===== src/hdl/bfc_pkg.sv =====
// ----------------------------------------------------------------------------
// Burst clusterer package
// Types, constants and codes shared by the clusterer modules.
// ----------------------------------------------------------------------------
package bfc_pkg;

  localparam int SLOTS           = 8;
  localparam int SLOT_W          = 3;
  localparam int FRAMES_PER_SLOT = 2048;
  localparam int CNT_W           = 12;
  localparam int FIDX_W          = 11;
  localparam int SUM_W           = 43;
  localparam int TIME_W          = 64;
  localparam int FREQ_W          = 32;
  localparam int TOL_W           = 24;
  localparam int GAP_W           = 40;
  localparam int CFG_W           = 40;
  localparam int CFG_IDX_W       = 2;
  localparam int DIV_CNT_W       = 6;
  localparam int TGOOD_W         = 19;
  localparam int TFAIR_W         = 20;
  localparam int LIM_W           = 40;
  localparam int NS_PER_MS       = 1000000;

  localparam logic [CFG_IDX_W-1:0] REG_TOL = 2'd0;
  localparam logic [CFG_IDX_W-1:0] REG_GAP = 2'd1;
  localparam logic [CFG_IDX_W-1:0] REG_MIN = 2'd2;

  localparam logic [1:0] KIND_STORED = 2'd0;
  localparam logic [1:0] KIND_FULL   = 2'd1;
  localparam logic [1:0] KIND_CLOSED = 2'd2;
  localparam logic [1:0] KIND_DONE   = 2'd3;

  localparam logic [1:0] QUAL_POOR = 2'd0;
  localparam logic [1:0] QUAL_FAIR = 2'd1;
  localparam logic [1:0] QUAL_GOOD = 2'd2;

  typedef struct packed {
    logic              action;
    logic [TIME_W-1:0] timestamp_ns;
    logic [FREQ_W-1:0] frequency_hz;
  } in_t;

  typedef struct packed {
    logic [1:0]        kind;
    logic [2:0]        slot;
    logic [FIDX_W-1:0] frame_index;
    logic [TIME_W-1:0] call_start_ns;
    logic [TIME_W-1:0] call_end_ns;
    logic [FREQ_W-1:0] mean_frequency_hz;
    logic [CNT_W-1:0]  frame_total;
    logic [31:0]       call_serial;
    logic [1:0]        quality;
    logic              last;
  } out_t;

  typedef enum logic [2:0] {
    CELL_NOP, CELL_ALLOC, CELL_STORE, CELL_TOUCH, CELL_CLEAR, CELL_MEAN
  } cell_op_t;

  typedef struct packed {
    cell_op_t          op;
    logic [TIME_W-1:0] ts;
    logic [FREQ_W-1:0] freq;
    logic [FREQ_W-1:0] mean;
  } cell_cmd_t;

  typedef struct packed {
    logic              active;
    logic [CNT_W-1:0]  count;
    logic [SUM_W-1:0]  sum;
    logic [TIME_W-1:0] first;
    logic [TIME_W-1:0] last;
    logic [FREQ_W-1:0] mean;
  } cell_status_t;

  typedef enum logic [3:0] {
    ST_IDLE, ST_MATCH, ST_GAP, ST_FREE, ST_EVICT, ST_CLOSE_A, ST_CLOSE_B,
    ST_CLOSE_C, ST_ALLOC, ST_ADD, ST_EMIT, ST_DIV_LOAD, ST_DIV_RUN,
    ST_FLUSH_SCAN, ST_FLUSH_NEXT, ST_FLUSH_DONE
  } state_t;

endpackage


===== src/hdl/bfc_div.sv =====
// ----------------------------------------------------------------------------
// Burst clusterer mean divider
// Restoring divider, one quotient bit per cycle, for frequency sum / count.
// ----------------------------------------------------------------------------
module bfc_div import bfc_pkg::*; (
  input  logic              clk,
  input  logic              rst,
  input  logic              start,
  input  logic [SUM_W-1:0]  dividend,
  input  logic [CNT_W-1:0]  divisor,
  output logic              done,
  output logic [FREQ_W-1:0] quotient
);

  logic [CNT_W:0]     rem;
  logic [SUM_W-1:0]   quo;
  logic [CNT_W-1:0]   dvs;
  logic [DIV_CNT_W-1:0] cnt;
  logic               busy;
  logic [CNT_W:0]     shifted;
  logic               fits;

  always_comb begin
    shifted = {rem[CNT_W-1:0], quo[SUM_W-1]};
    fits    = shifted >= {1'b0, dvs};
  end

  assign quotient = quo[FREQ_W-1:0];

  always_ff @(posedge clk) begin
    if (rst) begin
      busy <= 1'b0;
      done <= 1'b0;
    end else begin
      done <= 1'b0;
      if (start) begin
        busy <= 1'b1;
        rem  <= '0;
        quo  <= dividend;
        dvs  <= divisor;
        cnt  <= DIV_CNT_W'(SUM_W);
      end else if (busy) begin
        rem <= fits ? shifted - {1'b0, dvs} : shifted;
        quo <= {quo[SUM_W-2:0], fits};
        cnt <= cnt - DIV_CNT_W'(1);
        if (cnt == DIV_CNT_W'(1)) begin
          busy <= 1'b0;
          done <= 1'b1;
        end
      end
    end
  end

endmodule


===== config.mk =====
export PLATFORM = sky130hd
export DESIGN_NAME = bfc_div
export DESIGN_NICKNAME = d
export VERILOG_FILES = /design/src/hdl/bfc_pkg.sv /design/src/hdl/bfc_div.sv
export SDC_FILE = /design/constraint.sdc
export NUM_CORES = 1
export LEC_CHECK = 0
export BUFFER_PORTS_ARGS = -buffer_cell sky130_fd_sc_hd__buf_2
export CAP_MARGIN = 5
export CORE_MARGIN = 4
export CORE_UTILIZATION = 58
export CTS_CLUSTER_DIAMETER = 30
export CTS_CLUSTER_SIZE = 25
export DETAILED_ROUTE_END_ITERATION = 8
export PLACE_DENSITY = 0.85
export SYNTH_ARGS = -nofsm -noshare
export SYNTH_HDL_FRONTEND = slang
export SYNTH_SLANG_ARGS = --single-unit

===== constraint.sdc =====
create_clock -name clk -period 7.8 [get_ports clk]
set_input_delay 1.17 -clock clk [delete_from_list [all_inputs] [get_ports clk]]
set_output_delay 1.17 -clock clk [all_outputs]
set_load 0.05 [all_outputs]

# ---- Word-level counts from Yosys, hierarchy flattened
# Index checks and enable logic that the tools add are counted.
dict set report totals {
  register_bits 75
  input_bits 58
  out_inout_bits 33
}
dict set report op_classes {
  addsub 2
  order_cmp 1
  n_eq_ne 1
  n_mux 9
  bitwise 2
  n_reduce_logical 4
}
# operator count
set op_table {}
lappend op_table {{two-way mux 43 bit} 2}
lappend op_table {{two-way mux 12 bit} 2}
lappend op_table {{>= comparator 13 x 12 -> 1 bit} 1}
lappend op_table {{subtractor 12 bit} 1}
lappend op_table {{equality test 6 x 1 -> 1 bit (second input constant)} 1}
lappend op_table {{two-way mux 6 bit} 1}
lappend op_table {{subtractor 6 x 1 -> 6 bit (second input constant)} 1}
lappend op_table {{two-way mux 1 bit} 4}
lappend op_table {{AND reduction 2 bit} 2}
lappend op_table {{OR reduction 3 bit} 1}
lappend op_table {{inverter 1 bit} 2}
lappend op_table {{nonzero test 2 bit} 1}

# ---- Logic depth before layout (Yosys ltp)
dict set report logic_depth {
  depth_word 4
  depth_mapped 9
}

# ---- Worst setup path after synthesis
# Ideal clock, no wire load.
dict set report synth_path {
  kind {in2reg}
  from {input start}
  to {register cnt[0] (enable)}
  setup_ps 481
  t_arrival_ps 4109
  setup_slack_ps 3209
  path_stages 3
  n_path_buf 1
  path_cell_list {clkbuf_1 > nor2_1 > nor2_1}
}
dict set report synth_via {
  elab_chain_len 2
}
# item line
set synth_lines {}
lappend synth_lines {{from (decl)} bfc_div.sv:8} ;# input logic start,
lappend synth_lines {{nonzero test 2 bit (no source line)} n/a}
lappend synth_lines {{AND reduction 2 bit (no source line)} n/a}
lappend synth_lines {{to (signal assigned)} bfc_div.sv:41} ;# cnt <= DIV_CNT_W'(SUM_W);
lappend synth_lines {{to (signal assigned)} bfc_div.sv:45} ;# cnt <= cnt - DIV_CNT_W'(1);
lappend synth_lines {{to (decl)} bfc_div.sv:18} ;# logic [DIV_CNT_W-1:0] cnt;
# No other way between the ends.
# A chain may end at the register's enable or synchronous reset.

# ---- Worst setup path after layout
dict set report layout_path {
  from {input start}
  to {register cnt[4] (enable)}
}
# Same word-level chain as after synthesis.

==> metrics.txt <==
# TYPE chip_impl_metric gauge
chip_impl_metric{name="worst_path_setup_slack_after_routing",unit="ns"} 4.58
chip_impl_metric{name="netlist-cell-type-count",unit=""} 43
chip_impl_metric{name="place.detailed.hpwl",unit="mm"} 5.37
chip_impl_metric{name="routedWlPerCell",unit="µm"} 16.8
chip_impl_metric{name="use_met2",unit=""} 0.324
chip_impl_metric{name="dieHeight",unit="µm"} 90.9
chip_impl_metric{name="cts_max_level",unit=""} 3
chip_impl_metric{name="clk_pin_slew_worst_paths",unit="ns"} 0.07
chip_impl_metric{name="syn_avg_cell_area",unit="µm²"} 12.9
chip_impl_metric{name="detailed_place.area",unit="mm²"} 0.00427
chip_impl_metric{name="post-route-drc-count",unit=""} 0
chip_impl_metric{name="power.switching_fraction",unit=""} 0.287
chip_impl_metric{name="synth-simple-area-share",unit=""} 0.0782
chip_impl_info{name="criticalPathCategory",value="in2reg"} 1
chip_impl_metric{name="first_iteration_detailed_routing_drc_count",unit=""} 153
chip_impl_info{name="setup.worst_path.end_class",value="register"} 1
chip_impl_metric{name="final.setup_skew",unit="ns"} 0.0112
chip_impl_metric{name="power_density",unit="mW/mm²"} 233
chip_impl_metric{name="layout.nets",unit=""} 444
chip_impl_metric{name="grt-ovfl-total",unit=""} 0
chip_impl_metric{name="syn-instance-count",unit=""} 309
chip_impl_info{name="netlist.top_cell.by_area",value="sky130_fd_sc_hd__edfxtp_1"} 1
chip_impl_metric{name="num_antenna_cells",unit=""} 0
chip_impl_info{name="synth_top_cells_by_area",value="sky130_fd_sc_hd__edfxtp_1 (55%), sky130_fd_sc_hd__mux2_2 (12%), sky130_fd_sc_hd__buf_4 (6.0%), sky130_fd_sc_hd__ha_1 (4.4%), sky130_fd_sc_hd__a21oi_1 (2.0%)"} 1
chip_impl_metric{name="use_met1",unit=""} 0.222
chip_impl_metric{name="met3_usage",unit=""} 0.0525
chip_impl_metric{name="finalNonFillerCells",unit=""} 452
chip_impl_metric{name="yosys-mux-area-fraction",unit=""} 0.119
chip_impl_metric{name="synth_adder_area_share",unit=""} 0.0490
chip_impl_metric{name="combPwrFrac",unit=""} 0.217
chip_impl_metric{name="layout-area-overhead-vs-synth",unit="%"} 12.4
chip_impl_metric{name="initial_utilization",unit=""} 0.614
chip_impl_metric{name="antenna_left",unit=""} 0
chip_impl_metric{name="preCtsSetupSlack",unit="ns"} 4.21
chip_impl_metric{name="tightest_slew",unit="ns"} 1.17
chip_impl_metric{name="timing.fmax",unit="GHz"} 0.311
chip_impl_metric{name="synth-compound-area-share",unit=""} 0.0845
chip_impl_metric{name="tns",unit="ns"} 0
chip_impl_info{name="globalRoute.busiestLayer",value="met2"} 1
chip_impl_metric{name="power.ir.vdd_worst",unit="mV"} 0.187
chip_impl_metric{name="synth-xor-area-share",unit=""} 0.0220
chip_impl_metric{name="worst-path-max-fanout",unit=""} 65
chip_impl_metric{name="die_area",unit="mm²"} 0.00826
chip_impl_metric{name="syn_nets",unit=""} 382
chip_impl_metric{name="global_route_wire_length_before_repair",unit="mm"} 12.5
chip_impl_metric{name="fin_crit_sh",unit=""} 0.412
chip_impl_metric{name="stdcell_area",unit="mm²"} 0.00448
chip_impl_metric{name="synth_enable_flop_cells",unit=""} 73
chip_impl_metric{name="grt_pass1_vias",unit=""} 2660
chip_impl_metric{name="yosysWarnings",unit=""} 0
chip_impl_info{name="grt_setup_unrepaired",value="no"} 1
chip_impl_metric{name="synth-seq-cells",unit=""} 75
chip_impl_metric{name="port_buffers",unit=""} 90
chip_impl_metric{name="worst-endpoint-arrival",unit="ns"} 3.22
chip_impl_info{name="synth_top_family_by_area",value="multiplexers"} 1
chip_impl_metric{name="maxCapViolations",unit=""} 0
chip_impl_metric{name="final_period_minus_worst_setup_slack",unit="ns"} 3.22
chip_impl_metric{name="yosys.area.top_type_share",unit=""} 0.550
chip_impl_metric{name="synthArstFlopShare",unit=""} 0
chip_impl_metric{name="clock_power_share",unit=""} 0.309
chip_impl_metric{name="final-hold-violation-count",unit=""} 0
chip_impl_metric{name="layout-drive-gt1-share",unit=""} 0.419
chip_impl_metric{name="post_cts_resized",unit=""} 0
chip_impl_metric{name="clock_path_buffers",unit=""} 2
chip_impl_metric{name="maxSlewViolCount",unit=""} 0
chip_impl_metric{name="finalSetupViolCount",unit=""} 0
chip_impl_metric{name="synth.yosys.seq_area_share",unit=""} 0.560
chip_impl_info{name="synthFlopType",value="sky130_fd_sc_hd__edfxtp_1"} 1
chip_impl_metric{name="boundaryPins",unit=""} 91
chip_impl_metric{name="finish.utilization",unit=""} 0.690
chip_impl_metric{name="antenna_found_initial",unit=""} 0
chip_impl_info{name="cp-start-kind",value="primary input"} 1
chip_impl_metric{name="rel_slew_slack",unit=""} 0.216
chip_impl_info{name="run_status",value="completed"} 1
chip_impl_metric{name="clock_insertion_delay_worst_skew",unit="ns"} 0.35
chip_impl_metric{name="clock_sink_count",unit=""} 75
chip_impl_metric{name="vias",unit=""} 2528
chip_impl_info{name="synth_commonest_cells",value="sky130_fd_sc_hd__edfxtp_1 (73), sky130_fd_sc_hd__mux2_2 (42), sky130_fd_sc_hd__buf_4 (32), sky130_fd_sc_hd__nand2_1 (21)"} 1
chip_impl_metric{name="p_seq_frac",unit=""} 0.474
chip_impl_info{name="cts_tree",value="built"} 1
chip_impl_metric{name="std_cell_rows",unit=""} 29
chip_impl_metric{name="maximum_number_of_pins_on_one_net_before_global_route_repair",unit=""} 66
chip_impl_info{name="worstHoldPathType",value="reg2reg"} 1
chip_impl_metric{name="synthesis.area",unit="mm²"} 0.00399
chip_impl_metric{name="core",unit="mm²"} 0.00649
chip_impl_info{name="clock-root-buffer",value="sky130_fd_sc_hd__clkbuf_8"} 1
chip_impl_info{name="yosys.cell_count.top_type",value="sky130_fd_sc_hd__edfxtp_1"} 1
chip_impl_metric{name="post_cts_buffers",unit=""} 0
chip_impl_metric{name="tritoncts.num_buffers",unit=""} 9
chip_impl_metric{name="cts-hold-fix-buffers",unit=""} 0
chip_impl_metric{name="drt_first_pass_iters",unit=""} 4
chip_impl_metric{name="die_x",unit="µm"} 90.9
chip_impl_metric{name="net-switching-power",unit="µW"} 300
chip_impl_metric{name="post_drt_via_cell_ratio",unit=""} 5.59
chip_impl_metric{name="place_congestion",unit=""} 0.836
chip_impl_metric{name="required",unit="ns"} 7.81
chip_impl_metric{name="drt_wl_total",unit="mm"} 7.59
chip_impl_metric{name="gr-usage-all-layers",unit=""} 0.191
chip_impl_metric{name="internal_power",unit="µW"} 746
chip_impl_metric{name="power_leakage",unit="nW"} 1.80
chip_impl_metric{name="placed_cells",unit=""} 437
## through the flow
| stage | total power [mW] | hold slack (ns) |
|---|---|---|
| floorplan | 0.692 | 0.460 |
| global placement | 0.720 | 0.485 |
| detailed placement | 0.729 | 0.482 |
| CTS | 1.05 | 0.504 |
| global route | 1.09 | 0.499 |
| finish | 1.05 | 0.499 |
## per-layer routing
metal / vias to the layer above / routed length [µm] / part of all wire
met5: - / 0 / 0
met4: 0 / 162 / 0.021
met3: 15 / 529 / 0.070
met2: 94 / 3820 / 0.50
met1: 1193 / 3090 / 0.41
li1: 1226 / - / -
## kinds of logic after synthesis
| logic type | after synthesis |
|---|---|
| XOR/XNOR | 10 |
| flip-flops | 75 |
| AO/OA/AOI/OAI | 45 |
| adder cells (fa/ha/maj) | 15 |
| multiplexers | 42 |
| buffers and inverters | 57 |
| AND/OR/NAND/NOR | 65 |
## path summary, 6_finish.rpt
check	to	cells past startpoint	slack [ns]	start
min reg2reg	done$_SDFF_PP0_	1	0.50	busy$_SDFF_PP0_
min	done$_SDFF_PP0_	1	0.50	busy$_SDFF_PP0_
max	cnt[4]$_SDFFCE_PP0P_	5	4.58	start
max reg2reg	rem[9]$_SDFFCE_PP0P_	7	5.18	rem[6]$_SDFFCE_PP0P_
## final cells by class
cell class / count / area [µm²]
Multi-Input combinational cell: 177 / 1410
Tap cell: 77 / 96.3
Clock buffer: 9 / 124
Clock inverter: 6 / 91.3
Timing Repair Buffer: 92 / 465
Sequential cell: 75 / 2230
Fill cell: 435 / 2010
Inverter: 16 / 60.1
## flip-flops by register name, summed over array words and instances, names as in the netlist
| name | flops |
|---|---|
| busy | 1 |
| done | 1 |
| dvs | 12 |
| cnt | 6 |
| rem | 12 |
| quo | 43 |
## layout by cell type, fill, tap and decap left out, drive strengths merged, types with 2 or more instances in the layout
cell      synthesis  layout
a211oi            2       2
a21o              2       2
a21oi            17      17
a31oi             3       3
and3              4       4
buf              37      92
bufinv            0       2
clkbuf            4       9
clkinvlp          0       3
dfxtp             2       2
edfxtp           73      73
ha               14      14
inv              16      16
mux2             42      42
nand2            21      21
nand2b            4       4
nand3             5       5
nand3b            2       2
nand4             2       2
nor2             16      16
nor2b             3       3
nor3              3       3
o2111ai           2       2
o21a              4       4
o21ai             5       5
o31ai             3       3
xnor2             4       4
xor2              6       6
## worst max-delay path, stage by stage
cell and delay, ns:
sky130_fd_sc_hd__buf_2 0.07, sky130_fd_sc_hd__buf_4 0.56, sky130_fd_sc_hd__nor2_1 0.19, sky130_fd_sc_hd__nor2_4 0.67, sky130_fd_sc_hd__buf_4 0.51
## power groups by stage
stage	clock (mW)	sequential [mW]	combinational, mW
floorplan	0	0.501	0.192
global placement	0	0.503	0.218
detailed placement	0	0.503	0.226
CTS	0.326	0.495	0.227
global route	0.346	0.498	0.249
finish	0.323	0.495	0.227
Power figures use the tool's default switching activity.
