[src/hdl/bfc_pkg.sv]
// ----------------------------------------------------------------------------
// Burst clusterer package
// Types, constants and codes shared by the clusterer modules.
// ----------------------------------------------------------------------------
package bfc_pkg;

  localparam int SLOTS           = 8;
  localparam int SLOT_W          = 3;
  localparam int FRAMES_PER_SLOT = 2048;
  localparam int CNT_W           = 12;
  localparam int FIDX_W          = 11;
  localparam int SUM_W           = 43;
  localparam int TIME_W          = 64;
  localparam int FREQ_W          = 32;
  localparam int TOL_W           = 24;
  localparam int GAP_W           = 40;
  localparam int CFG_W           = 40;
  localparam int CFG_IDX_W       = 2;
  localparam int DIV_CNT_W       = 6;
  localparam int TGOOD_W         = 19;
  localparam int TFAIR_W         = 20;
  localparam int LIM_W           = 40;
  localparam int NS_PER_MS       = 1000000;

  localparam logic [CFG_IDX_W-1:0] REG_TOL = 2'd0;
  localparam logic [CFG_IDX_W-1:0] REG_GAP = 2'd1;
  localparam logic [CFG_IDX_W-1:0] REG_MIN = 2'd2;

  localparam logic [1:0] KIND_STORED = 2'd0;
  localparam logic [1:0] KIND_FULL   = 2'd1;
  localparam logic [1:0] KIND_CLOSED = 2'd2;
  localparam logic [1:0] KIND_DONE   = 2'd3;

  localparam logic [1:0] QUAL_POOR = 2'd0;
  localparam logic [1:0] QUAL_FAIR = 2'd1;
  localparam logic [1:0] QUAL_GOOD = 2'd2;

  typedef struct packed {
    logic              action;
    logic [TIME_W-1:0] timestamp_ns;
    logic [FREQ_W-1:0] frequency_hz;
  } in_t;

  typedef struct packed {
    logic [1:0]        kind;
    logic [2:0]        slot;
    logic [FIDX_W-1:0] frame_index;
    logic [TIME_W-1:0] call_start_ns;
    logic [TIME_W-1:0] call_end_ns;
    logic [FREQ_W-1:0] mean_frequency_hz;
    logic [CNT_W-1:0]  frame_total;
    logic [31:0]       call_serial;
    logic [1:0]        quality;
    logic              last;
  } out_t;

  typedef enum logic [2:0] {
    CELL_NOP, CELL_ALLOC, CELL_STORE, CELL_TOUCH, CELL_CLEAR, CELL_MEAN
  } cell_op_t;

  typedef struct packed {
    cell_op_t          op;
    logic [TIME_W-1:0] ts;
    logic [FREQ_W-1:0] freq;
    logic [FREQ_W-1:0] mean;
  } cell_cmd_t;

  typedef struct packed {
    logic              active;
    logic [CNT_W-1:0]  count;
    logic [SUM_W-1:0]  sum;
    logic [TIME_W-1:0] first;
    logic [TIME_W-1:0] last;
    logic [FREQ_W-1:0] mean;
  } cell_status_t;

  typedef enum logic [3:0] {
    ST_IDLE, ST_MATCH, ST_GAP, ST_FREE, ST_EVICT, ST_CLOSE_A, ST_CLOSE_B,
    ST_CLOSE_C, ST_ALLOC, ST_ADD, ST_EMIT, ST_DIV_LOAD, ST_DIV_RUN,
    ST_FLUSH_SCAN, ST_FLUSH_NEXT, ST_FLUSH_DONE
  } state_t;

endpackage

[src/hdl/bfc_cell.sv]
// ----------------------------------------------------------------------------
// Burst clusterer slot cell
// Holds one call slot, tests a frame against its mean and passes the
// first-match and first-free chains on to the next cell.
// ----------------------------------------------------------------------------
module bfc_cell import bfc_pkg::*; (
  input  logic             clk,
  input  logic             rst,
  input  logic             sel,
  input  cell_cmd_t        cmd,
  input  logic [TOL_W-1:0] tol,
  input  logic             found_in,
  input  logic             free_in,
  output logic             found_out,
  output logic             free_out,
  output logic             take,
  output logic             free_take,
  output cell_status_t     status
);

  logic              active;
  logic [CNT_W-1:0]  count;
  logic [SUM_W-1:0]  sum;
  logic [TIME_W-1:0] first;
  logic [TIME_W-1:0] last;
  logic [FREQ_W-1:0] mean;
  logic [FREQ_W-1:0] diff;
  logic              is_match;

  always_comb begin
    diff      = (cmd.freq >= mean) ? cmd.freq - mean : mean - cmd.freq;
    is_match  = active && (diff <= {{(FREQ_W-TOL_W){1'b0}}, tol});
    take      = is_match && !found_in;
    found_out = found_in || is_match;
    free_take = !active && !free_in;
    free_out  = free_in || !active;
  end

  assign status = '{active: active, count: count, sum: sum, first: first,
                    last: last, mean: mean};

  always_ff @(posedge clk) begin
    if (rst) begin
      active <= 1'b0;
      count  <= '0;
      sum    <= '0;
      first  <= '0;
      last   <= '0;
      mean   <= '0;
    end else if (sel) begin
      case (cmd.op)
        CELL_ALLOC: begin
          active <= 1'b1;
          count  <= '0;
          sum    <= '0;
          mean   <= '0;
          first  <= cmd.ts;
        end
        CELL_STORE: begin
          count <= count + CNT_W'(1);
          sum   <= sum + {{(SUM_W-FREQ_W){1'b0}}, cmd.freq};
          last  <= cmd.ts;
        end
        CELL_TOUCH: last <= cmd.ts;
        CELL_CLEAR: begin
          active <= 1'b0;
          count  <= '0;
          sum    <= '0;
          mean   <= '0;
        end
        CELL_MEAN: mean <= cmd.mean;
        default: ;
      endcase
    end
  end

endmodule

[config.mk]
export PLATFORM = sky130hd
export DESIGN_NAME = bfc_cell
export DESIGN_NICKNAME = d
export VERILOG_FILES = /design/src/hdl/bfc_pkg.sv /design/src/hdl/bfc_cell.sv
export SDC_FILE = /design/constraint.sdc
export NUM_CORES = 1
export LEC_CHECK = 0
export BUFFER_PORTS_ARGS = -buffer_cell sky130_fd_sc_hd__buf_2
export CAP_MARGIN = 15
export CORE_MARGIN = 4
export CORE_UTILIZATION = 40
export CTS_CLUSTER_DIAMETER = 50
export DETAILED_ROUTE_END_ITERATION = 16
export SLEW_MARGIN = 40
export SYNTH_ARGS = -nofsm -noshare
export SYNTH_HDL_FRONTEND = slang
export SYNTH_SLANG_ARGS = --single-unit
[constraint.sdc]
create_clock -name clk -period 11.42 [get_ports clk]
set_input_delay 1.142 -clock clk [delete_from_list [all_inputs] [get_ports clk]]
set_output_delay 1.142 -clock clk [all_outputs]
set_load 0.01 [all_outputs]
Word level (Yosys, flattened, before mapping)
Cells that the tools add are included.

cells by class
  $add $sub $neg = 4
  $lt $le $gt $ge = 2
  equal/unequal tests = 5
  muxes and demuxes = 5
  reduce and logical (&&, ||, !) cells = 18

operators by type and width
  cell                                                                   number
  43-bit one-hot mux with 2 select lines                                 1
  32-bit one-hot mux with 2 select lines                                 1
  32-bit subtractor                                                      2
  43-bit by 32-bit adder with 43-bit output                              1
  32-bit >= comparator                                                   1
  32-bit by 24-bit less-or-equal comparator with 1-bit output            1
  32-bit two-way mux                                                     1
  12-bit one-hot mux with 2 select lines                                 1
  12-bit by 1-bit adder with 12-bit output, second input constant        1
  2-bit AND reduction                                                    5
  3-bit by 2-bit equality test with 1-bit output, second input constant  2
  3-bit equality test, second input constant                             2
  2-bit nonzero test                                                     3
  2-bit OR reduction                                                     2
  3-bit by 1-bit equality test with 1-bit output, second input constant  1
  1-bit logical AND                                                      3
  1-bit logical NOT                                                      3
  1-bit logical OR                                                       2
  1-bit one-hot mux with 2 select lines                                  1

word-level totals
  flip-flop bits (word level) = 216
  bits of input ports = 160
  output and inout port bits = 220
  logic and storage cells = 40

Longest topological paths before layout
Gate-level depths: netlist of run 1.

  depth in word-level cells = 5
  gate-level depth with buffers = 26
  mapped depth without buffers = 25

Worst setup path before layout of run 1
OpenSTA, ideal clock, no wires.

  path kind = input-to-output
  from = in cmd[32] (netlist bit)
  to = out take
  arrival = 5.516 ns
  required time = 10.278 ns
  setup slack = 4.762 ns
  cell stages on the path = 26
  path buffers = 1
  cells stage by stage = inv_1 -> ha_1 -> inv_1 -> fa_1 -> a211oi_4 -> nor3_2 -> o21bai_2 -> a2111oi_1 -> or3_4 -> a21o_4 -> buf_6 -> mux2i_2 -> o21ai_2 -> a211o_1 -> xor2_1 -> ha_1 -> a21o_1 -> a21oi_1 -> nor2b_1 -> o21ai_0 -> a21oi_1 -> o21ai_0 -> nand3b_1 -> o21ai_0 -> o2111ai_1 -> nor4_1

between the ends
  cells in the longest elaborated chain, start to end = 5
  elaborated cells on any way between the ends = 7
  classes of those cells = add/sub: 2; order compare: 2; mux: 1; reduce/logical: 2

RTL lines
  element                                                          line            source
  from (decl)                                                      bfc_cell.sv:10  input cell_cmd_t cmd,
  32-bit subtractor or 32-bit >= comparator (tied branches)        bfc_cell.sv:31  diff = (cmd.freq >= mean) ? cmd.freq - mean : mean - cmd.freq;
  32-bit two-way mux (*)                                           bfc_cell.sv:31
  32-bit by 24-bit less-or-equal comparator with 1-bit output (*)  bfc_cell.sv:32  is_match = active && (diff <= {{(FREQ_W-TOL_W){1'b0}}, tol});
  1-bit logical AND (*)                                            bfc_cell.sv:32
  1-bit logical AND (*)                                            bfc_cell.sv:33  take = is_match && !found_in;
  to (decl)                                                        bfc_cell.sv:16  output logic take,

Every way passes the cells marked *; elsewhere a longest branch is shown, timed or not.

Final worst setup path of run 1
  from = in cmd[53] (netlist bit)
  to = out take

The elaborated chain is that of the path after synthesis.

==> results.py, run 1 <==
metrics = {
    "routing": {
        "drt_pass1_iterations": 5,
        "vias": 13900,
        "drt_wl_total_um": 51700,
        "viasPerCell": 5.38,
        "routedWlPerCell_um": 20.0,
        "remaining_drc_errors": 0,
        "drt_iter0_markers": 782,
        "postRouteAntennaNets": 0,
    },
    "finish": {
        "nets": 2399,
        "stdcell_area_um2": 16700,
        "area_delta_synth_final_pct": 23.8,
        "drive_above_1_share_pct": 22.0,
    },
    "cts": {
        "cts_root_buffer": "clkbuf_16",
        "numCtsBuffers": 30,
        "post_cts_resized": 0,
        "cts_tree": "yes",
        "cts_sinks": 216,
        "clk_latency_ps": 560,
        "htree_levels": 1,
        "ctsHoldBuffers": 0,
        "path_clk_slew_ps": 50,
        "cts_setup_buffers": 0,
        "cts_max_path_buffers": 3,
    },
    "placement": {
        "dpl.hpwl_um": 40900,
        "port_buffers": 379,
        "placed_cell_area_um2": 15600,
        "place_congestion": 0.919,
    },
    "worst_setup_path": {
        "rr_endpoint": "sum[40]",
        "critical_path.slowest_cell": "ha_1",
        "crit_path_frequent_cell": "o21ai_0",
        "cp_max_fo": 29,
        "worstSetupPathType": "input pin to output pin",
        "cp-start-kind": "input pin",
        "worst_setup_path_end_kind": "output pin",
        "crit_arrival_ps": 6460,
        "reg2reg_depth": 10,
        "critPathTopFamily": "compound AO/OA/AOI/OAI gates",
        "required_ps": 10280,
        "reg2reg_from": "sum[17]",
        "ff2ff_setup_slack_ps": 7830,
        "max_stage_delay_ps": 510,
        "path_buf_inv": 3,
        "cp-startpoint": "cmd[53]",
    },
    "global_route": {
        "grt_pass1_vias": 13500,
        "grt_overflow_total": 0,
        "grt_antenna_before_repair": 5,
        "grt_use_total_pct": 26.8,
        "grt_max_degree": 115,
        "grt_pass1_wl_um": 77300,
    },
    "floorplan": {
        "core_area_um2": 32900,
        "fp-row-count": 66,
        "pin_count": 380,
        "die_area_um2": 36700,
        "start_util_pct": 41.1,
        "die_w_um": 192,
        "die_y_um": 192,
    },
    "yosys": {
        "synth_ff_type": "dfxtp_1",
        "yosysUniqueCellTypes": 76,
        "synth_area_leader_cell": "dfxtp_1",
        "yosysSeqAreaShare_pct": 32.0,
        "synth_top_cell_area_share_pct": 32.0,
        "synth_area_leaders": "dfxtp_1 32%, ha_1 11%, a21oi_1 9.6%, nand2_1 9.2%, nor2_1 3.9%",
        "synth.most_common_cell": "nand2_1",
        "synth_warnings": 0,
        "synthTopCellsByCount": "329 x nand2_1, 258 x a21oi_1, 216 x dfxtp_1",
        "synth_edf_count": 0,
        "async_flop_share_pct": 0,
        "syn_area_um2": 13500,
        "ys_seq_elements": 216,
        "syn-num-nets": 2074,
        "syn_inst": 1791,
        "syn_area_per_cell_um2": 7.53,
    },
    "sta": {
        "min_period_ps": 7600,
        "max-slew-margin-rel_pct": 43.5,
        "setup_viol": 0,
        "tns_ps": 0,
        "finClkSkew_ps": 15.4,
        "grt_setup_unrepaired": "no",
        "fmaxAchievable_ghz": 0.131,
        "drv_slew": 0,
        "hold_viol": 0,
        "period_share_pct": 66.6,
        "tightest_slew_ps": 841,
    },
    "power_and_ir_drop": {
        "power_density_nw_per_um2": 128,
        "peakVddDrop_v": 0.000108,
        "leakage_nw": 7.68,
    },
    "hold_path": {
        "hold_class": "flip-flop to flip-flop",
        "min_path_cells": 2,
        "whs_endpoint": "last[56]",
        "hp-start": "last[56]",
    },
    "job": {
        "maxCapViolCount": 0,
    },
    "run_status": {
        "outcome": "finished clean",
    },
}
## flip-flops by register name, summed over array words and instances (netlist names)
signal and cells:
mean 32, count 12, last 64, first 64, active 1, sum 43
## cell usage in the layout (no fill, tap or decap), types with 5 or more instances in the layout
master,netlist,routed
a211oi_1,16,16
a21o_1,37,37
a21oi_1,258,257
a22o_1,12,12
a22oi_1,45,45
a31oi_1,9,9
and3_1,6,6
buf_2,22,378
buf_4,2,11
clkbuf_16,0,31
clkinv_2,0,5
dfxtp_1,216,216
ha_1,120,120
inv_1,119,119
mux2i_1,10,10
nand2_1,329,328
nand2b_1,10,9
nand3_1,18,18
nand3b_1,6,6
nand4_1,28,28
nor2_1,139,138
nor2b_1,7,7
nor3_1,21,20
o211ai_1,11,11
o21a_1,11,11
o21ai_0,77,77
o21ai_1,10,9
o21bai_1,17,17
or3_1,6,6
xnor2_1,47,47
xor2_1,27,27
## final cells by class
cell class / count / area, um^2
clock buffers: 36 / 805
well taps: 442 / 553
repair buffers: 390 / 1990
inverters: 120 / 450
clock inverters: 20 / 250
fillers: 3393 / 16200
multi-input cells: 1358 / 8320
diodes: 2 / 5.00
flip-flops and latches: 216 / 4320
## per-layer routing
metal  share of wire (%)  wire length (um)  GRT usage, %
met1                  41             21300          33.4
met2                  47             24500          45.2
met3                 7.1              3690          6.20
met4                 4.2              2160          10.2
met5               0.035                18             0
## cells by family after synthesis
logic type      Yosys count  synth area share [%]
buf+inv                 217                  6.49
simple gates            591                  18.7
compound gates          554                  25.1
flops                   216                  32.0
mux                      16                  1.26
xor+xnor                 74                  4.80
fa+ha+maj               123                  11.6
## worst max-delay path by stage
stage,end,slack [ps],depth (start not counted)
2_1_floorplan,take,4760,26
3_3_place_gp,take,3910,25
3_5_place_dp,take,3860,25
4_1_cts,take,3840,25
5_1_grt,found_out,3330,25
6_report,take,3820,25
## worst reg2reg max path, stage by stage (launching register included)
cell,delay [ps]
dfxtp_1,370
ha_1,490
nand4_1,280
nor3_1,380
nand3b_1,110
o32ai_1,480
o21ai_1,260
o31ai_2,390
a21oi_1,230
or3_1,360
a21oi_1,150
## report_power, final
| part | switching [mW] | internal [mW] | total [mW] | leakage (nW) |
|---|---|---|---|---|
| combinational | 0.228 | 0.140 | 0.368 | 5.41 |
| clock | 0.376 | 0.602 | 0.978 | 0.520 |
| sequential | 0.0125 | 0.771 | 0.784 | 1.75 |
## per-stage QoR
step | instances | hold WS, ps | utilization (%) | setup slack [ps] | power, mW
2_1_floorplan | 1791 | 481 | - | 4760 | 1.03
3_3_place_gp | 2526 | 439 | 47.5 | 3910 | 1.16
3_5_place_dp | 2526 | 443 | 47.6 | 3860 | 1.17
4_1_cts | 2582 | 451 | 50.8 | 3840 | 2.16
5_1_grt | 2584 | 467 | 50.8 | 3330 | 2.23
6_report | 2584 | 450 | 50.8 | 3820 | 2.13
No activity file was read; power rests on OpenSTA's default activity.
==> run 2: changes to the inputs <==
--- a/config.mk
+++ b/config.mk
@@ -11,6 +11,7 @@
 export CORE_UTILIZATION = 40
 export CTS_CLUSTER_DIAMETER = 50
 export DETAILED_ROUTE_END_ITERATION = 16
+export PLACE_DENSITY = 0.66
 export SLEW_MARGIN = 40
 export SYNTH_ARGS = -nofsm -noshare
 export SYNTH_HDL_FRONTEND = slang
==> constraint.sdc (replaced) <==
create_clock -name clk -period 6.1 [get_ports clk]
set_input_delay 0.61 -clock clk [delete_from_list [all_inputs] [get_ports clk]]
set_output_delay 0.61 -clock clk [all_outputs]
set_load 0.01 [all_outputs]
==> results.py, run 2 (synthesis gave the netlist of run 1 again) <==
metrics = {
    "power_and_ir_drop": {
        "power_mw": 3.85,
        "intPower_mw": 2.74,
        "p_sw_share_pct": 28.7,
        "peakVddDrop_v": 0.000254,
        "power_density_nw_per_um2": 225,
        "p_comb_share_pct": 19.2,
        "p_sw_mw": 1.10,
        "leakage_nw": 7.91,
        "clkPwrFrac_pct": 42.7,
        "seq_power_share_pct": 38.1,
    },
    "global_route": {
        "grt_pass1_wl_um": 76500,
        "grt_overflow_total": 0,
        "grt_antenna_before_repair": 9,
        "grt_pass1_vias": 13900,
        "grt_max_degree": 103,
        "grt_use_total_pct": 26.0,
    },
    "cts": {
        "cts_sinks": 216,
        "cts_root_buffer": "clkbuf_16",
        "cts_max_path_buffers": 3,
        "htree_levels": 1,
        "clk_latency_ps": 560,
        "numCtsBuffers": 28,
        "path_clk_slew_ps": 60,
        "cts_tree": "yes",
    },
    "worst_setup_path": {
        "worst_setup_path_end_kind": "output pin",
        "cp_max_fo": 5,
        "required_ps": 5490,
        "worstSetupPathType": "flip-flop to output pin",
        "crit_arrival_ps": 5350,
        "cp-start-kind": "flip-flop",
    },
    "placement": {
        "place_ws_ps": -56.2,
        "port_buffers": 379,
        "dpl.hpwl_um": 39500,
        "dp.cells": 2581,
        "place_congestion": 0.995,
    },
    "sta": {
        "max-slew-margin-rel_pct": 42.5,
        "drv_slew": 0,
        "period_share_pct": 97.6,
        "finClkSkew_ps": 16.0,
        "setup_viol": 0,
        "hold_viol": 0,
        "min_period_ps": 5960,
        "setup_ws_ps": 145,
        "fmaxAchievable_ghz": 0.168,
        "tightest_slew_ps": 863,
        "grt_setup_unrepaired": "yes",
    },
    "finish": {
        "final_common_cell": "buf_2",
        "fillCellCount": 3344,
        "finalNonFillerCells": 2640,
        "fin_util_pct": 52.1,
        "drive_above_1_share_pct": 24.6,
        "layout_common_cells": "378 x buf_2, 328 x nand2_1, 254 x a21oi_1",
        "seq_area_um2": 4330,
        "multi_input_area_um2": 8380,
        "reg_top3": "first: 64 flops, last: 64 flops, sum: 43 flops",
        "area_delta_synth_final_pct": 26.8,
        "nets": 2457,
    },
    "floorplan": {
        "die_y_um": 192,
        "fp-row-count": 66,
        "start_util_pct": 41.1,
        "die_w_um": 192,
        "core_area_um2": 32900,
        "die_area_um2": 36700,
        "pin_count": 380,
    },
    "routing": {
        "postRouteAntennaNets": 0,
        "vias": 14300,
        "remaining_drc_errors": 0,
        "viasPerCell": 5.41,
        "drt_wl_total_um": 50000,
        "routedWlPerCell_um": 19.0,
        "drt_iter0_markers": 983,
        "drt_pass1_iterations": 5,
    },
    "hold_path": {
        "hold_class": "input pin to flip-flop",
    },
    "job": {
        "maxCapViolCount": 0,
    },
    "run_status": {
        "outcome": "finished clean",
    },
}
[run 2: cell count changes in the layout (fill, tap and decap cells not counted), sizes merged]
cell      before  now
bufinv         4    2
inv          127  122
diode          2    6
clkbuf        36   38
buf          390  449
clkinv         8    5
clkinvlp       1    2
[run 2: area by class of cell]
type                    count  share of cell area, %
clock inverters            11                  0.768
multi-input cells        1358                   49.0
inverters                 120                   2.63
flip-flops and latches    216                   25.3
repair buffers            450                   14.3
well taps                 442                   3.23
diodes                      6                 0.0878
clock buffers              37                   4.65
[run 2: timing repair]
item,CTS,global route
endpoints found under the setup margin,2,2
hold buffers,0,0
pin swaps,9,9
gates resized for setup,9,17
setup buffers,1,3
[run 2: worst paths after layout]
check                           startpoint       end  slack [ps]  cells after the start
worst max-delay path               mean[0]      take         140                     25
worst min-delay path               cmd[68]   last[4]         300                      3
worst max register to register     sum[19]   sum[40]        2530                     10
worst min register to register    last[40]  last[40]         450                      2
[run 2: power by group through the flow]
stage | registers [mW] | logic (mW) | clock network [mW]
after global placement | 1.50 | 0.711 | 0
after global routing | 1.47 | 0.812 | 1.74
after floorplan | 1.51 | 0.427 | 0
after CTS | 1.47 | 0.722 | 1.69
final | 1.47 | 0.737 | 1.64
after detailed placement | 1.50 | 0.715 | 0
[run 2: worst max-delay path: stages, from the launching register on]
cell and delay (ps):
dfxtp_2 350, ha_4 140, inv_2 40, fa_2 360, a211oi_4 250, nor3_2 100
o21bai_2 200, a2111oi_2 90, or3_4 340, a21o_4 240, mux2_4 310, nor2b_4 130
a211o_1 320, xor2_1 170, ha_1 300, a21o_1 190, a21oi_2 120, nor2b_1 60
o21ai_1 110, a21oi_1 80, o21ai_1 120, nand3b_1 100, o21ai_2 160, o2111ai_2 130
nor4_1 260, buf_2 170
[run 2: per-stage QoR]
step,TNS (ps),hold slack (ps),instance area (um^2)
finish,0,296,17100
global route,-199,292,17100
CTS,-7.97,271,17000
detailed placement,-98.6,443,16000
global placement,0,439,16000
floorplan,0,481,13500
[run 2: metal layers]
layer / vias to the layer above / share of wire (%) / GRT usage, %
met5: - / 0.062 / 0
met4: 6 / 3.7 / 9.45
met3: 102 / 7.3 / 5.74
met2: 496 / 49 / 45.6
met1: 6709 / 40 / 31.3
li1: 6969 / - / -
==> run 3: changes to the inputs <==
--- a/config.mk
+++ b/config.mk
@@ -12,6 +12,8 @@
 export CTS_CLUSTER_DIAMETER = 50
 export DETAILED_ROUTE_END_ITERATION = 16
 export PLACE_DENSITY = 0.66
+export RECOVER_POWER = 100
+export SKIP_LAST_GASP = 1
 export SLEW_MARGIN = 40
 export SYNTH_ARGS = -nofsm -noshare
 export SYNTH_HDL_FRONTEND = slang
==> constraint.sdc (replaced) <==
create_clock -name clk -period 5.3 [get_ports clk]
set_input_delay 0.53 -clock clk [delete_from_list [all_inputs] [get_ports clk]]
set_output_delay 0.53 -clock clk [all_outputs]
set_load 0.01 [all_outputs]
==> results.py, run 3 (synthesis gave the netlist of run 1 again) <==
metrics = {
    "run_status": {
        "outcome": "complete, but fails checks",
        "violations": "capacitance limit, slew limit, setup timing",
    },
    "finish": {
        "nets": 2603,
        "final_common_cell": "nand2_1",
        "reg_top3": "first: 64 flops, last: 64 flops, sum: 43 flops",
        "multi_input_area_um2": 8380,
        "drive_above_1_share_pct": 20.4,
        "layout_common_cells": "328 x nand2_1, 254 x a21oi_1, 213 x dfxtp_1",
        "area_delta_synth_final_pct": 33.4,
        "finalNonFillerCells": 2785,
        "seq_area_um2": 4330,
        "stdcell_area_um2": 18000,
        "fillCellCount": 3397,
    },
    "placement": {
        "port_buffers": 379,
        "placed_cell_area_um2": 17200,
        "dp.cells": 2727,
        "place_congestion": 1.03,
        "dpl.hpwl_um": 42100,
        "place_ws_ps": -726,
    },
    "floorplan": {
        "start_util_pct": 41.1,
        "die_y_um": 192,
        "die_w_um": 192,
        "pin_count": 380,
        "die_area_um2": 36700,
        "fp-row-count": 66,
        "core_area_um2": 32900,
    },
    "global_route": {
        "grt_pass1_wl_um": 80500,
        "grt_pass1_vias": 14600,
        "grt_antenna_before_repair": 4,
        "grt_max_degree": 97,
        "grt_use_total_pct": 27.5,
        "grt_overflow_total": 0,
    },
    "routing": {
        "vias": 14900,
        "postRouteAntennaNets": 0,
        "drt_pass1_iterations": 6,
        "viasPerCell": 5.33,
        "drt_wl_total_um": 52700,
        "drt_iter0_markers": 1074,
        "routedWlPerCell_um": 18.9,
        "remaining_drc_errors": 0,
    },
    "worst_setup_path": {
        "max_stage_delay_ps": 360,
        "cp-start-kind": "flip-flop",
        "reg2reg_depth": 11,
        "crit_arrival_ps": 5370,
        "crit_cells": 25,
        "required_ps": 4770,
        "worstSetupPathType": "flip-flop to output pin",
        "critPathTopFamily": "compound AO/OA/AOI/OAI gates",
        "worst_setup_path_end_kind": "output pin",
        "path_buf_inv": 2,
        "cp_max_fo": 4,
        "critical_path.slowest_cell": "fa_2",
    },
    "cts": {
        "clk_latency_ps": 600,
        "cts_max_path_buffers": 3,
        "htree_levels": 1,
        "cts_root_buffer": "clkbuf_16",
        "numCtsBuffers": 30,
        "cts_sinks": 216,
        "path_clk_slew_ps": 60,
        "cts_tree": "yes",
    },
    "sta": {
        "fmaxAchievable_ghz": 0.169,
        "hold_viol": 0,
        "tightest_slew_ps": 3980,
        "drv_slew": 401,
        "setup_ws_ps": -604,
        "period_share_pct": 111,
        "grt_setup_unrepaired": "yes",
        "worst_hold_slack_ps": 179,
        "max-slew-margin-rel_pct": -165,
        "finClkSkew_ps": 35.2,
        "min_period_ps": 5900,
        "setup_viol": 2,
    },
    "job": {
        "maxCapViolCount": 6,
    },
    "power_and_ir_drop": {
        "leakage_nw": 7.78,
        "peakVddDrop_v": 0.000279,
        "power_mw": 4.76,
        "power_density_nw_per_um2": 264,
    },
    "hold_path": {
        "hold_class": "input pin to flip-flop",
        "min_path_cells": 3,
    },
}
## run 3: changes by cell type in the layout (fill, tap and decap cells not counted), sizes merged
cell | previous run | this run
clkbuf | 38 | 261
buf | 449 | 372
diode | 6 | 1
bufinv | 2 | 5
clkinvlp | 2 | 3
## run 3: stage by stage
stage,util [%],TNS [ps]
floorplan,-,0
global placement,52.2,-1330
detailed placement,52.2,-1440
CTS,55.7,-1410
global route,54.8,-1930
finish,54.8,-1170
## run 3: power breakdown
| part | internal [mW] | switching (mW) | leakage, nW |
|---|---|---|---|
| clock | 1.33 | 0.798 | 0.507 |
| combinational | 0.403 | 0.535 | 5.53 |
| sequential | 1.66 | 0.0269 | 1.75 |
## run 3: layout make-up
| class | count | area share [%] |
|---|---|---|
| Antenna cell | 1 | 0.0139 |
| Clock buffer | 39 | 4.52 |
| Clock inverter | 15 | 1.37 |
| Inverter | 120 | 2.50 |
| Multi-Input combinational cell | 1358 | 46.5 |
| Sequential cell | 216 | 24.0 |
| Tap cell | 442 | 3.07 |
| Timing Repair Buffer | 594 | 17.9 |
## run 3: routing by layer
layer | GRT usage (%) | up-vias | wire length (um) | part of all wire (%)
li1 | - | 7251 | - | -
met1 | 33.4 | 6997 | 21600 | 41
met2 | 49.0 | 503 | 25900 | 49
met3 | 5.94 | 93 | 3710 | 7.0
met4 | 7.35 | 6 | 1500 | 2.8
met5 | 0 | - | 26 | 0.049
## run 3: path summary, 6_finish.rpt
kind                            startpoint  endpoint  slack [ps]
worst min register to register    last[59]  last[59]         450
worst min-delay path               cmd[73]  first[9]         180
worst max-delay path               mean[0]      take        -600
worst max register to register      sum[5]   sum[42]        1620
## run 3: timing repair
action / in CTS / in global routing
buffers inserted: 3 / 0
endpoints found under the setup margin: 2 / 2
endpoints found under the hold margin: 0 / 0
hold buffers: 0 / 0
pin swaps: 10 / 10
gates resized for setup: 12 / 8
## run 3: tightest hold or removal path: stages
cell     delay, ps
buf_2          100
nand2_1         50
a21oi_1         50
